**config.mk**
```make
export PLATFORM = sky130hd
export DESIGN_NAME = windowed_packet_loss_estimator
export DESIGN_NICKNAME = d
export VERILOG_FILES = /design/src/design/wple_pkg.sv /design/src/design/wple_div.sv /design/src/design/windowed_packet_loss_estimator.sv
export SDC_FILE = /design/constraint.sdc
export NUM_CORES = 2
export LEC_CHECK = 0
export BUFFER_PORTS_ARGS = -buffer_cell sky130_fd_sc_hd__clkbuf_2
export CAP_MARGIN = 40
export CORE_MARGIN = 5
export CORE_UTILIZATION = 61
export CTS_CLUSTER_DIAMETER = 30
export DETAILED_ROUTE_END_ITERATION = 16
export GPL_ROUTABILITY_DRIVEN = 0
export PLACE_DENSITY = 0.81
export SYNTH_ARGS = -nofsm -noshare
export SYNTH_HDL_FRONTEND = slang
export SYNTH_SLANG_ARGS = --single-unit
```
**constraint.sdc**
```tcl
create_clock -name i_clk -period 15.54 [get_ports i_clk]
set_clock_uncertainty 0.15 [all_clocks]
set_input_delay 1.554 -clock i_clk [delete_from_list [all_inputs] [get_ports i_clk]]
set_output_delay 1.554 -clock i_clk [all_outputs]
set_load 0.1 [all_outputs]
```
**src/design/wple_pkg.sv**
```systemverilog
package wple_pkg;

    // Default sizing of the top level
    localparam int TIME_WIDTH_DEF          = 32;
    localparam int PACKET_COUNT_WIDTH_DEF  = 48;
    localparam int RATIO_FRACTION_BITS_DEF = 16;

    // Fixed field widths
    localparam int SHARD_W     = 16;
    localparam int LEGACY_W    = 32;
    localparam int STAMP_W     = 32;
    localparam int FRAME_W     = 32;
    localparam int PKT_OUT_W   = 48;
    localparam int RATIO_OUT_W = 17;
    localparam int MIN_FR_W    = 16;
    localparam int CFG_DATA_W  = 32;
    localparam int CFG_IDX_W   = 1;

    // Stream widths
    localparam int IN_DATA_W  = 160;
    localparam int IN_USER_W  = 2;
    localparam int OUT_DATA_W = 168;
    localparam int OUT_USER_W = 3;
    localparam int OUT_PAD_W  = OUT_DATA_W - 3 * RATIO_OUT_W - 2 * FRAME_W - PKT_OUT_W;

    // Register reset values
    localparam logic [CFG_DATA_W-1:0] WINDOW_TICKS_RST = 32'd1000000;
    localparam logic [MIN_FR_W-1:0]   MIN_FRAMES_RST   = 16'd8;

    // Register indexes
    localparam logic [CFG_IDX_W-1:0] REG_WINDOW_TICKS = 1'd0;
    localparam logic [CFG_IDX_W-1:0] REG_MIN_FRAMES   = 1'd1;

    typedef enum logic [1:0] {
        OP_FRAME  = 2'd0,
        OP_LEGACY = 2'd1,
        OP_RESET  = 2'd2,
        OP_QUERY  = 2'd3
    } t_op;

    typedef enum logic [1:0] {
        CLS_CLEAN     = 2'd0,
        CLS_RECOVERED = 2'd1,
        CLS_LOST      = 2'd2
    } t_cls;

endpackage

```
**src/design/wple_div.sv**
```systemverilog
module wple_div #(
    parameter int NUM_W     = 48,
    parameter int FRAC_BITS = 16
) (
    input  logic               i_clk,
    input  logic               i_rst_n,
    input  logic               i_start,
    input  logic [NUM_W-1:0]   i_num,
    input  logic [NUM_W-1:0]   i_den,
    output logic               o_done,
    output logic [FRAC_BITS:0] o_quot
);

    localparam int CNT_W = $clog2(FRAC_BITS);

    logic               r_busy;
    logic               r_done;
    logic [CNT_W-1:0]   r_cnt;
    logic [NUM_W-1:0]   r_rem;
    logic [NUM_W-1:0]   r_den;
    logic [FRAC_BITS:0] r_quot;

    logic [NUM_W:0]     n_shift;
    logic [NUM_W:0]     n_diff;
    logic               n_bit;

    // One restoring step: shift the remainder, try to subtract the divisor
    always_comb begin
        n_shift = {r_rem, 1'b0};
        n_diff  = n_shift - {1'b0, r_den};
        n_bit   = (n_shift >= {1'b0, r_den});
    end

    always_ff @(posedge i_clk) begin
        if (!i_rst_n) begin
            r_busy <= 1'b0;
            r_done <= 1'b0;
        end else begin
            r_done <= 1'b0;
            if (i_start) begin
                r_den <= i_den;
                r_cnt <= '0;
                if (i_den == '0) begin
                    // Empty denominator gives zero
                    r_quot <= '0;
                    r_done <= 1'b1;
                end else if (i_num >= i_den) begin
                    // Cap the ratio at one
                    r_quot <= {1'b1, {FRAC_BITS{1'b0}}};
                    r_done <= 1'b1;
                end else begin
                    r_rem  <= i_num;
                    r_quot <= '0;
                    r_busy <= 1'b1;
                end
            end else if (r_busy) begin
                r_rem  <= n_bit ? n_diff[NUM_W-1:0] : n_shift[NUM_W-1:0];
                r_quot <= {r_quot[FRAC_BITS-1:0], n_bit};
                r_cnt  <= r_cnt + 1'b1;
                if (r_cnt == CNT_W'(FRAC_BITS - 1)) begin
                    r_busy <= 1'b0;
                    r_done <= 1'b1;
                end
            end
        end
    end

    assign o_done = r_done;
    assign o_quot = r_quot;

endmodule

```
**src/design/windowed_packet_loss_estimator.sv**
```systemverilog
// Windowed packet-loss estimator.
// Input stream: tuser carries the operation (frame feedback, legacy report,
// reset, estimate query); tdata carries shard counts, legacy counts and the
// timestamp. Each accepted transaction yields exactly one output transaction:
// tuser holds the delivery class and the estimate-valid flag, tdata the three
// ratios and the window counters. Configuration (window length, minimum
// frames) is written through a plain write port; the user must write it
// only while the block is idle, which the block itself does not enforce.
// Frame feedback and legacy reports pass S_EXPIRE, S_UPDATE and S_DONE on
// their way to the output register, invalid queries S_EXPIRE, S_QUERY and
// S_DONE, resets S_EXPIRE and S_DONE. A valid query runs three divisions in
// turn on a shared radix-2 divider, one quotient bit per cycle; a ratio
// with a zero denominator or capped at one skips the bit-by-bit steps. One
// transaction is worked on at a time: tready returns as the result is
// loaded into the output register.
// A result waits in the output register while the receiver stalls; the next
// transaction can be accepted meanwhile, but its result holds until the
// register frees up. Reset clears the counters, closes the window and
// restores the register defaults (1000000 ticks, 8 frames).
module windowed_packet_loss_estimator #(
    parameter int TIME_WIDTH          = wple_pkg::TIME_WIDTH_DEF,
    parameter int PACKET_COUNT_WIDTH  = wple_pkg::PACKET_COUNT_WIDTH_DEF,
    parameter int RATIO_FRACTION_BITS = wple_pkg::RATIO_FRACTION_BITS_DEF
) (
    input  logic                              i_clk,
    input  logic                              i_rst_n,
    // Configuration write port
    input  logic                              i_cfg_wr_en,
    input  logic [wple_pkg::CFG_IDX_W-1:0]    i_cfg_idx,
    input  logic [wple_pkg::CFG_DATA_W-1:0]   i_cfg_wdata,
    // Input stream
    input  logic                              i_s_axis_tvalid,
    output logic                              o_s_axis_tready,
    // data_sent, repair_sent, data_received, repair_received, legacy_lost,
    // legacy_sent, timestamp
    input  logic [wple_pkg::IN_DATA_W-1:0]    i_s_axis_tdata,
    // operation
    input  logic [wple_pkg::IN_USER_W-1:0]    i_s_axis_tuser,
    // Output stream
    output logic                              o_m_axis_tvalid,
    input  logic                              i_m_axis_tready,
    // lost_pkt_ratio, unrecovered_ratio, clean_ratio, frames_seen, packets_seen,
    // unrecovered_seen, zero fill
    output logic [wple_pkg::OUT_DATA_W-1:0]   o_m_axis_tdata,
    // delivery_class, estimate_valid
    output logic [wple_pkg::OUT_USER_W-1:0]   o_m_axis_tuser
);

    import wple_pkg::*;

    localparam int PW    = PACKET_COUNT_WIDTH;
    localparam int CMP_W = (TIME_WIDTH > CFG_DATA_W) ? TIME_WIDTH : CFG_DATA_W;

    typedef enum logic [2:0] {
        S_IDLE,
        S_EXPIRE,
        S_UPDATE,
        S_QUERY,
        S_WAIT_LOSS,
        S_WAIT_UNREC,
        S_WAIT_CLEAN,
        S_DONE
    } t_state;

    t_state r_state;

    // Configuration registers
    logic [CFG_DATA_W-1:0] r_window_ticks;
    logic [MIN_FR_W-1:0]   r_min_frames;

    // Captured transaction
    t_op                   r_op;
    logic [SHARD_W-1:0]    r_ds;
    logic [SHARD_W-1:0]    r_rs;
    logic [SHARD_W-1:0]    r_dr;
    logic [SHARD_W-1:0]    r_rr;
    logic [LEGACY_W-1:0]   r_llost;
    logic [LEGACY_W-1:0]   r_lsent;
    logic [TIME_WIDTH-1:0] r_now;

    // Window state
    logic                  r_started;
    logic [TIME_WIDTH-1:0] r_origin;
    logic [FRAME_W-1:0]    r_frame;
    logic [FRAME_W-1:0]    r_clean;
    logic [FRAME_W-1:0]    r_unrec;
    logic [PW-1:0]         r_packet;
    logic [PW-1:0]         r_lost;

    // Pending counter increments
    logic                  r_add_frame;
    logic                  r_add_clean;
    logic                  r_add_unrec;
    logic [LEGACY_W-1:0]   r_add_pkt;
    logic [LEGACY_W-1:0]   r_add_lost;

    // Result staging
    t_cls                   r_res_cls;
    logic                   r_est_valid;
    logic [RATIO_OUT_W-1:0] r_lr;
    logic [RATIO_OUT_W-1:0] r_ur;
    logic [RATIO_OUT_W-1:0] r_cr;

    // Output register
    logic                  r_out_valid;
    logic [OUT_DATA_W-1:0] r_out_data;
    logic [OUT_USER_W-1:0] r_out_user;

    // Combinational helpers
    logic [SHARD_W:0]      n_sent;
    logic [SHARD_W:0]      n_rcv_sum;
    logic [SHARD_W:0]      n_rcv;
    logic [SHARD_W-1:0]    n_cd;
    logic [SHARD_W-1:0]    n_cr;
    logic [SHARD_W:0]      n_cd_cr;
    t_cls                  n_cls;
    logic [LEGACY_W-1:0]   n_leg_lost;
    logic [TIME_WIDTH-1:0] n_diff;
    logic                  n_expired;
    logic                  n_enough;
    logic [FRAME_W:0]      n_frame_sum;
    logic [FRAME_W:0]      n_clean_sum;
    logic [FRAME_W:0]      n_unrec_sum;
    logic [PW:0]           n_pkt_sum;
    logic [PW:0]           n_lost_sum;

    // Divider hookup
    logic                     div_start;
    logic [PW-1:0]            div_num;
    logic [PW-1:0]            div_den;
    logic                     div_done;
    logic [RATIO_FRACTION_BITS:0] div_quot;

    // Classify the frame and size the increments
    always_comb begin
        n_sent    = {1'b0, r_ds} + {1'b0, r_rs};
        n_rcv_sum = {1'b0, r_dr} + {1'b0, r_rr};
        n_rcv     = (n_rcv_sum > n_sent) ? n_sent : n_rcv_sum;
        n_cd      = (r_dr < r_ds) ? r_dr : r_ds;
        n_cr      = (r_rr < r_rs) ? r_rr : r_rs;
        n_cd_cr   = {1'b0, n_cd} + {1'b0, n_cr};
        if (r_ds == '0 || n_cd == r_ds) begin
            n_cls = CLS_CLEAN;
        end else if (n_cd_cr >= {1'b0, r_ds}) begin
            n_cls = CLS_RECOVERED;
        end else begin
            n_cls = CLS_LOST;
        end
        n_leg_lost = (r_llost < r_lsent) ? r_llost : r_lsent;
    end

    // Window expiry and estimate threshold
    always_comb begin
        n_diff    = r_now - r_origin;
        n_expired = (CMP_W'(n_diff) >= CMP_W'(r_window_ticks));
        n_enough  = (r_frame >= FRAME_W'(r_min_frames));
    end

    // Saturating counter sums
    always_comb begin
        n_frame_sum = {1'b0, r_frame} + (FRAME_W + 1)'(r_add_frame);
        n_clean_sum = {1'b0, r_clean} + (FRAME_W + 1)'(r_add_clean);
        n_unrec_sum = {1'b0, r_unrec} + (FRAME_W + 1)'(r_add_unrec);
        n_pkt_sum   = {1'b0, r_packet} + (PW + 1)'(r_add_pkt);
        n_lost_sum  = {1'b0, r_lost} + (PW + 1)'(r_add_lost);
    end

    // Feed the divider: loss, then unrecovered, then clean
    assign div_start = (r_state == S_QUERY && n_enough)
                    || (r_state == S_WAIT_LOSS && div_done)
                    || (r_state == S_WAIT_UNREC && div_done);

    always_comb begin
        case (r_state)
            S_QUERY: begin
                div_num = r_lost;
                div_den = r_packet;
            end
            S_WAIT_LOSS: begin
                div_num = PW'(r_unrec);
                div_den = PW'(r_frame);
            end
            default: begin
                div_num = PW'(r_clean);
                div_den = PW'(r_frame);
            end
        endcase
    end

    wple_div #(
        .NUM_W     (PW),
        .FRAC_BITS (RATIO_FRACTION_BITS)
    ) u_div (
        .i_clk   (i_clk),
        .i_rst_n (i_rst_n),
        .i_start (div_start),
        .i_num   (div_num),
        .i_den   (div_den),
        .o_done  (div_done),
        .o_quot  (div_quot)
    );

    // Configuration writes
    always_ff @(posedge i_clk) begin
        if (!i_rst_n) begin
            r_window_ticks <= WINDOW_TICKS_RST;
            r_min_frames   <= MIN_FRAMES_RST;
        end else if (i_cfg_wr_en) begin
            case (i_cfg_idx)
                REG_WINDOW_TICKS: r_window_ticks <= i_cfg_wdata;
                REG_MIN_FRAMES:   r_min_frames   <= i_cfg_wdata[MIN_FR_W-1:0];
                default: ;
            endcase
        end
    end

    // Sequencer, window state and output register
    always_ff @(posedge i_clk) begin
        if (!i_rst_n) begin
            r_state     <= S_IDLE;
            r_started   <= 1'b0;
            r_origin    <= '0;
            r_frame     <= '0;
            r_clean     <= '0;
            r_unrec     <= '0;
            r_packet    <= '0;
            r_lost      <= '0;
            r_out_valid <= 1'b0;
        end else begin
            // Drop the result once the receiver takes it, unless a new one loads
            if (r_out_valid && i_m_axis_tready && r_state != S_DONE) begin
                r_out_valid <= 1'b0;
            end
            case (r_state)
                S_IDLE: begin
                    if (i_s_axis_tvalid) begin
                        r_op        <= t_op'(i_s_axis_tuser);
                        r_ds        <= i_s_axis_tdata[15:0];
                        r_rs        <= i_s_axis_tdata[31:16];
                        r_dr        <= i_s_axis_tdata[47:32];
                        r_rr        <= i_s_axis_tdata[63:48];
                        r_llost     <= i_s_axis_tdata[95:64];
                        r_lsent     <= i_s_axis_tdata[127:96];
                        r_now       <= TIME_WIDTH'(i_s_axis_tdata[159:128]);
                        r_res_cls   <= CLS_CLEAN;
                        r_est_valid <= 1'b0;
                        r_add_frame <= 1'b0;
                        r_add_clean <= 1'b0;
                        r_add_unrec <= 1'b0;
                        r_add_pkt   <= '0;
                        r_add_lost  <= '0;
                        r_state     <= S_EXPIRE;
                    end
                end
                S_EXPIRE: begin
                    if (r_op == OP_RESET) begin
                        // Clear and reopen without expiring
                        r_frame   <= '0;
                        r_clean   <= '0;
                        r_unrec   <= '0;
                        r_packet  <= '0;
                        r_lost    <= '0;
                        r_origin  <= r_now;
                        r_started <= 1'b1;
                        r_state   <= S_DONE;
                    end else begin
                        // Open on first use, clear when the window has run out
                        if (!r_started) begin
                            r_origin  <= r_now;
                            r_started <= 1'b1;
                        end else if (n_expired) begin
                            r_frame  <= '0;
                            r_clean  <= '0;
                            r_unrec  <= '0;
                            r_packet <= '0;
                            r_lost   <= '0;
                            r_origin <= r_now;
                        end
                        case (r_op)
                            OP_FRAME: begin
                                r_res_cls   <= n_cls;
                                r_add_frame <= 1'b1;
                                r_add_clean <= (n_cls == CLS_CLEAN);
                                r_add_unrec <= (n_cls == CLS_LOST);
                                r_add_pkt   <= LEGACY_W'(n_sent);
                                r_add_lost  <= LEGACY_W'(n_sent - n_rcv);
                                r_state     <= S_UPDATE;
                            end
                            OP_LEGACY: begin
                                r_add_pkt  <= r_lsent;
                                r_add_lost <= n_leg_lost;
                                r_state    <= S_UPDATE;
                            end
                            default: r_state <= S_QUERY;
                        endcase
                    end
                end
                S_UPDATE: begin
                    // Add with saturation at the counter maximum
                    r_frame  <= n_frame_sum[FRAME_W] ? '1 : n_frame_sum[FRAME_W-1:0];
                    r_clean  <= n_clean_sum[FRAME_W] ? '1 : n_clean_sum[FRAME_W-1:0];
                    r_unrec  <= n_unrec_sum[FRAME_W] ? '1 : n_unrec_sum[FRAME_W-1:0];
                    r_packet <= n_pkt_sum[PW] ? '1 : n_pkt_sum[PW-1:0];
                    r_lost   <= n_lost_sum[PW] ? '1 : n_lost_sum[PW-1:0];
                    r_state  <= S_DONE;
                end
                S_QUERY: begin
                    if (n_enough) begin
                        r_est_valid <= 1'b1;
                        r_state     <= S_WAIT_LOSS;
                    end else begin
                        r_state <= S_DONE;
                    end
                end
                S_WAIT_LOSS: begin
                    if (div_done) begin
                        r_lr    <= RATIO_OUT_W'(div_quot);
                        r_state <= S_WAIT_UNREC;
                    end
                end
                S_WAIT_UNREC: begin
                    if (div_done) begin
                        r_ur    <= RATIO_OUT_W'(div_quot);
                        r_state <= S_WAIT_CLEAN;
                    end
                end
                S_WAIT_CLEAN: begin
                    if (div_done) begin
                        r_cr    <= RATIO_OUT_W'(div_quot);
                        r_state <= S_DONE;
                    end
                end
                S_DONE: begin
                    // Hand the result over once the output register is free
                    if (!r_out_valid || i_m_axis_tready) begin
                        r_out_valid <= 1'b1;
                        r_out_user  <= {r_est_valid, r_res_cls};
                        if (r_est_valid) begin
                            r_out_data <= {{OUT_PAD_W{1'b0}}, r_unrec,
                                           PKT_OUT_W'(r_packet), r_frame,
                                           r_cr, r_ur, r_lr};
                        end else begin
                            r_out_data <= '0;
                        end
                        r_state <= S_IDLE;
                    end
                end
                default: r_state <= S_IDLE;
            endcase
        end
    end

    assign o_s_axis_tready = (r_state == S_IDLE);
    assign o_m_axis_tvalid = r_out_valid;
    assign o_m_axis_tdata  = r_out_data;
    assign o_m_axis_tuser  = r_out_user;

endmodule
```
# Yosys cells after proc, flatten, opt, wreduce, memory -nomap -nowiden
# Index checks and enable logic that the tools add are counted.
[word_totals]
regBits = 850
inputBits = 200
output_inout_bits = 173
wordCells = 206
[op_classes]
add_sub_neg = 12
n_lt_le_gt_ge = 9
n_eq_ne = 27
mux = 82
n_bitwise = 1
reduce_logical = 37
[ops]
columns = ["op", "n"]
rows = [
  ["$mux W48", 11],
  ["$pmux W32 S2", 7],
  ["$mux W32", 13],
  ["$pmux W48 S2", 3],
  ["$add A32 B1 Y33", 3],
  ["$add A48 B32 Y49", 2],
  ["$mux W17", 5],
  ["$add A16 B16 Y17", 3],
  ["$ge A49 B48 Y1", 1],
  ["$ge A48 B48 Y1", 1],
  ["$logic_not A48 Y1", 1],
  ["$sub A48 B48 Y48", 1],
  ["$ge A32 B16 Y1", 1],
  ["$ge A32 B32 Y1", 1],
  ["$lt A16 B16 Y1", 2],
  ["$lt A32 B32 Y1", 1],
  ["$mux W16", 2],
  ["$sub A32 B32 Y32", 1],
  ["$pmux W3 S8", 1],
  ["$mux W1", 22],
  ["$mux W3", 6],
  ["$reduce_and A3 Y1", 6],
  ["$sub A17 B17 Y18", 1],
  ["$ge A17 B16 Y1", 1],
  ["other kinds (29)", 72],
]

# Depth between registers and ports, before layout
[depth]
word_depth = 10
depth_mapped = 37
depth_no_buf = 36

# By module
# A second synthesis with hierarchy kept.
[hier_totals]
cells_unflattened = 5203
hier_area_um2 = 49653.9
[modules_own_cells]
columns = ["module", "instances", "cells_each", "area_each_um2", "seq_area_each_um2"]
rows = [
  ["windowed_packet_loss_estimator", 1, 4200, 40513.9, 18998.2],
  ["wple_div", 1, 1003, 9140.0, 3553.4],
]

# Worst setup path before layout
# No wires, ideal clock.
[synth_timing]
kind = "input to register"
from = "input i_rst_n"
to = "register r_out_data[0], in the netlist o_m_axis_tdata[0] (enable)"
setup_time_ns = 0.896
arrival_ns = 13.049
t_required_ns = 14.494
slack_ns = 1.444
stages = 3
path_buffers = 1
path_cell_list = "inv_1 clkbuf_1 nor3_1"
[synth_via]
elab_chain_len = 1
[synth_lines]
columns = ["element", "line", "rtl"]
rows = [
  ["start, declared", "windowed_packet_loss_estimator.sv:26", "input logic i_rst_n,"],
  ["$reduce_and A3 Y1 (no line)", "n/a", ""],
  ["end signal, assigned", "windowed_packet_loss_estimator.sv:339", "r_out_data <= {{OUT_PAD_W{1'b0}}, r_unrec,"],
  ["end, declared", "windowed_packet_loss_estimator.sv:106", "logic [OUT_DATA_W-1:0] r_out_data;"],
]
# No other way between the ends.
# A chain may end at the register's enable or synchronous reset.

# Final worst setup path
[layout_timing]
from = "register r_ds[0]"
to = "register r_add_lost[14] (data pin)"
[layout_via]
elab_chain_len = 7
[layout_lines]
columns = ["element", "line", "rtl"]
rows = [
  ["start, declared", "windowed_packet_loss_estimator.sv:73", "logic [SHARD_W-1:0] r_ds;"],
  ["start signal, assigned", "windowed_packet_loss_estimator.sv:238", "r_ds <= i_s_axis_tdata[15:0];"],
  ["$add A16 B16 Y17 (*)", "windowed_packet_loss_estimator.sv:136", "n_sent = {1'b0, r_ds} + {1'b0, r_rs};"],
  ["$gt A17 B17 Y1", "windowed_packet_loss_estimator.sv:138", "n_rcv = (n_rcv_sum > n_sent) ? n_sent : n_rcv_sum;"],
  ["$mux W17", "windowed_packet_loss_estimator.sv:138", ""],
  ["$sub A17 B17 Y18 (*)", "windowed_packet_loss_estimator.sv:286", "r_add_lost <= LEGACY_W'(n_sent - n_rcv);"],
  ["$pmux W32 S2 (*)", "windowed_packet_loss_estimator.sv:279", "case (r_op)"],
  ["$mux W32 (*)", "windowed_packet_loss_estimator.sv:256", "if (r_op == OP_RESET) begin"],
  ["$pmux W32 S2 (*)", "windowed_packet_loss_estimator.sv:234", "case (r_state)"],
  ["end signal, assigned", "windowed_packet_loss_estimator.sv:286", ""],
  ["end signal, assigned", "windowed_packet_loss_estimator.sv:291", "r_add_lost <= n_leg_lost;"],
  ["end, declared", "windowed_packet_loss_estimator.sv:95", "logic [LEGACY_W-1:0] r_add_lost;"],
]
# Mark *: on every way between the ends. The rest lies on a longest branch, timed or not. The select of a mux whose other input is x is not followed.

==> reports/metrics.cfg <==
[outcome]
status=finished, final reports clean

[clock_tree]
clock_path_buffers=3
clock_sinks=844
cts_hold_buf=0
cts_buffers=165
cts_max_level=4
cts_tree=built
clk_pin_slew_worst_paths_ns=0.05
postCtsResizedCells=0
insertion_delay_ns=0.75
post_cts.repair.setup_buffers=0
cts-root-buf=clkbuf_16

[yosys]
syn_area_um2=49100
yosysSeqAreaShare_pct=46.0
synth_edf_count=565
yosys_warnings=0
synth-async-reset-ratio_pct=0
synth_cells=5212
avgSynthCellArea_um2=9.41
ys_ff_latch=844
synth_ff_type=edfxtp_1
post_synth_num_cell_types=92

[route]
drc=0
route.antenna.remaining_nets=0
totalWireLength_mm=138
drtIter0Drc=4192
firstDrtPassIters=6
vias=41300
routed_via_density=6.08
routedWlPerCell_um=20.3

[layout]
regArea_um2=22600
nets=6198
multi_input_area_um2=24500
fillers=5725
area_delta_synth_final_pct=17.6
utilization_pct=72.0
drive_above_1_share_pct=13.9

[sta]
grt_setup_unrepaired=false
fin_crit_sh_pct=54.4
final_max_slew_viol_count=0
fin_crit_ns=8.45
worst_pin_slew_ns=0.920
setup_viol=0
finalSetupTns_ns=0
worst_slew_margin_rel_pct=38.6
fmaxAchievable_mhz=118
hold_viol_final=0

[worst_setup_path]
cp-endpoint=r_add_lost[14]$_SDFFCE_PN0P_
cpMostUsedCell=a21oi_1
crit_arrival_ns=8.75
crit_start=r_ds[0]$_DFFE_PP_
reg2reg_to=r_add_lost[14]$_SDFFCE_PN0P_
crit_path_end_kind=flip-flop
critPathMaxFanout=27
reg2reg_from=r_ds[0]$_DFFE_PP_
reg2reg_slack_ns=7.09
crit_slowest_cell=o41ai_1
start_kind=flip-flop
cpPeakStageDelay_ns=0.61
critPathKind=reg2reg
cp.required_ns=15.84
reg2regPathDepth=34

[place]
place_hpwl_mm=98.8
numPortBuffers=367

[hold_path]
min_path_cells=0
hp-class=reg2reg

[floorplan]
die_w_um=294
die_y_um=294
core_area_um2=80200
std_cell_rows=104
fp.dieArea_um2=86200
ios=373
initial_utilization_pct=61.2

[grt]
grt.total_usage_pct=31.1
grt_pass1_wl_mm=215
overflow=0
grt_max_degree=87
antenna_found_initial=8
first_global_vias=40300

[power]
ir_drop_mv=0.107
powerDensity_nw_per_um2=137
p_leak_nw=24.5

[run]
drv_cap=0

## how the worst min path moves through the flow
stage / start / end / slack (ns)
final: r_res_cls[0]$_SDFFCE_PN0P_ / o_m_axis_tuser[0]$_DFFE_PP_ / 0.27
after global routing: r_res_cls[0]$_SDFFCE_PN0P_ / o_m_axis_tuser[0]$_DFFE_PP_ / 0.29
after CTS: r_res_cls[0]$_SDFFCE_PN0P_ / o_m_axis_tuser[0]$_DFFE_PP_ / 0.27
after detailed placement: r_res_cls[0]$_SDFFCE_PN0P_ / o_m_axis_tuser[0]$_DFFE_PP_ / 0.27
after global placement: r_res_cls[0]$_SDFFCE_PN0P_ / o_m_axis_tuser[0]$_DFFE_PP_ / 0.25
after floorplan: r_res_cls[0]$_SDFFCE_PN0P_ / o_m_axis_tuser[0]$_DFFE_PP_ / 0.25
## cell type report
| cell class | instances | share of cell area, % |
|---|---|---|
| Timing Repair Buffer | 419 | 3.99 |
| Tap cell | 1060 | 2.30 |
| Clock inverter | 114 | 2.21 |
| Sequential cell | 844 | 39.1 |
| Multi-Input combinational cell | 3801 | 42.4 |
| Clock buffer | 196 | 7.65 |
| Inverter | 357 | 2.33 |
| Antenna cell | 6 | 0.0260 |
## state kept, by name, indices dropped and copies added (netlist names), 32 cells and up
register        flops
r_add_lost         32
u_div.r_den        48
u_div.r_rem        48
r_frame            32
o_m_axis_tdata    163
r_origin           32
r_clean            32
r_packet           48
r_add_pkt          32
r_now              32
r_window_ticks     32
r_unrec            32
r_lost             48
r_lsent            32
r_llost            32
## cell families after synthesis
family	count (synthesis)	share of synthesized area (%)
AND/OR/NAND/NOR	1700	16.3
buffers and inverters	571	4.48
AO/OA/AOI/OAI	1389	17.0
flip-flops	844	46.0
adder cells (fa/ha/maj)	410	10.6
other	1	0.00764
multiplexers	112	2.37
XOR/XNOR	185	3.33
## layer usage
layer,routed length (µm),up-vias,GRT usage [%]
li1,-,19400,-
met1,53600,19300,38.9
met2,62800,2072,49.9
met3,12100,505,6.82
met4,9540,4,18.1
met5,31,-,0
## through the flow
stage | setup slack [ns] | area, µm² | hold slack [ns] | std cells | total power [mW]
after global routing | 6.43 | 57700 | 0.287 | 6794 | 8.22
after global placement | 7.43 | 51800 | 0.254 | 6473 | 4.27
after floorplan | 1.44 | 49100 | 0.250 | 5216 | 3.88
after detailed placement | 7.33 | 52000 | 0.272 | 6481 | 4.33
after CTS | 7.20 | 57700 | 0.272 | 6791 | 7.87
final | 7.09 | 57700 | 0.273 | 6797 | 7.88
## placed cells by master, fill, tap and decap left out, types with 105 or more instances in the layout
cell type  Yosys  layout
a21o_1       142     141
a21oi_1      495     491
and2_1       205     204
clkbuf_16      0     169
clkbuf_2       2     367
dfxtp_1      279     279
edfxtp_1     565     565
ha_1         402     402
inv_1        355     354
nand2_1      514     514
nand3_1      105     105
nor2_1       484     479
o21ai_0      382     382
xnor2_1      116     116
## synthesized netlist by cell type (45+ instances only)
| cell | instances | area share, % |
|---|---|---|
| edfxtp_1 | 565 | 35 |
| nand2_1 | 514 | 3.9 |
| a21oi_1 | 495 | 5.0 |
| nor2_1 | 484 | 3.7 |
| ha_1 | 402 | 10 |
| o21ai_0 | 382 | 3.9 |
| inv_1 | 355 | 2.7 |
| dfxtp_1 | 279 | 11 |
| and2_1 | 205 | 2.6 |
| clkbuf_1 | 183 | 1.4 |
| a21o_1 | 142 | 2.2 |
| xnor2_1 | 116 | 2.1 |
| nand3_1 | 105 | 1.1 |
| mux2i_1 | 79 | 1.6 |
| nor3_1 | 78 | 0.80 |
| xor2_1 | 67 | 1.2 |
| nor2b_1 | 60 | 0.76 |
| nand2b_1 | 56 | 0.71 |
| and3_1 | 54 | 0.69 |
| nand4_1 | 51 | 0.65 |
| a31oi_1 | 45 | 0.57 |
| o21a_1 | 45 | 0.69 |
## critical path, delay by kind of cell (launching register included)
family / cells / cell delay [ns]
AOI/OAI and AO/OA: 20 / 4.41
adders and majority gates: 5 / 1.61
buffers and inverters: 3 / 0.45
DFF: 1 / 0.53
and+or+nand+nor: 4 / 0.59
xor gates and xnor gates: 2 / 0.40
## power by group
part	internal, mW	total [mW]	leakage, nW	switching [mW]
sequential	2.52	2.62	7.46	0.106
clock	2.26	3.53	2.72	1.27
combinational	0.664	1.72	14.3	1.06
(Power assumes the default switching activity.)
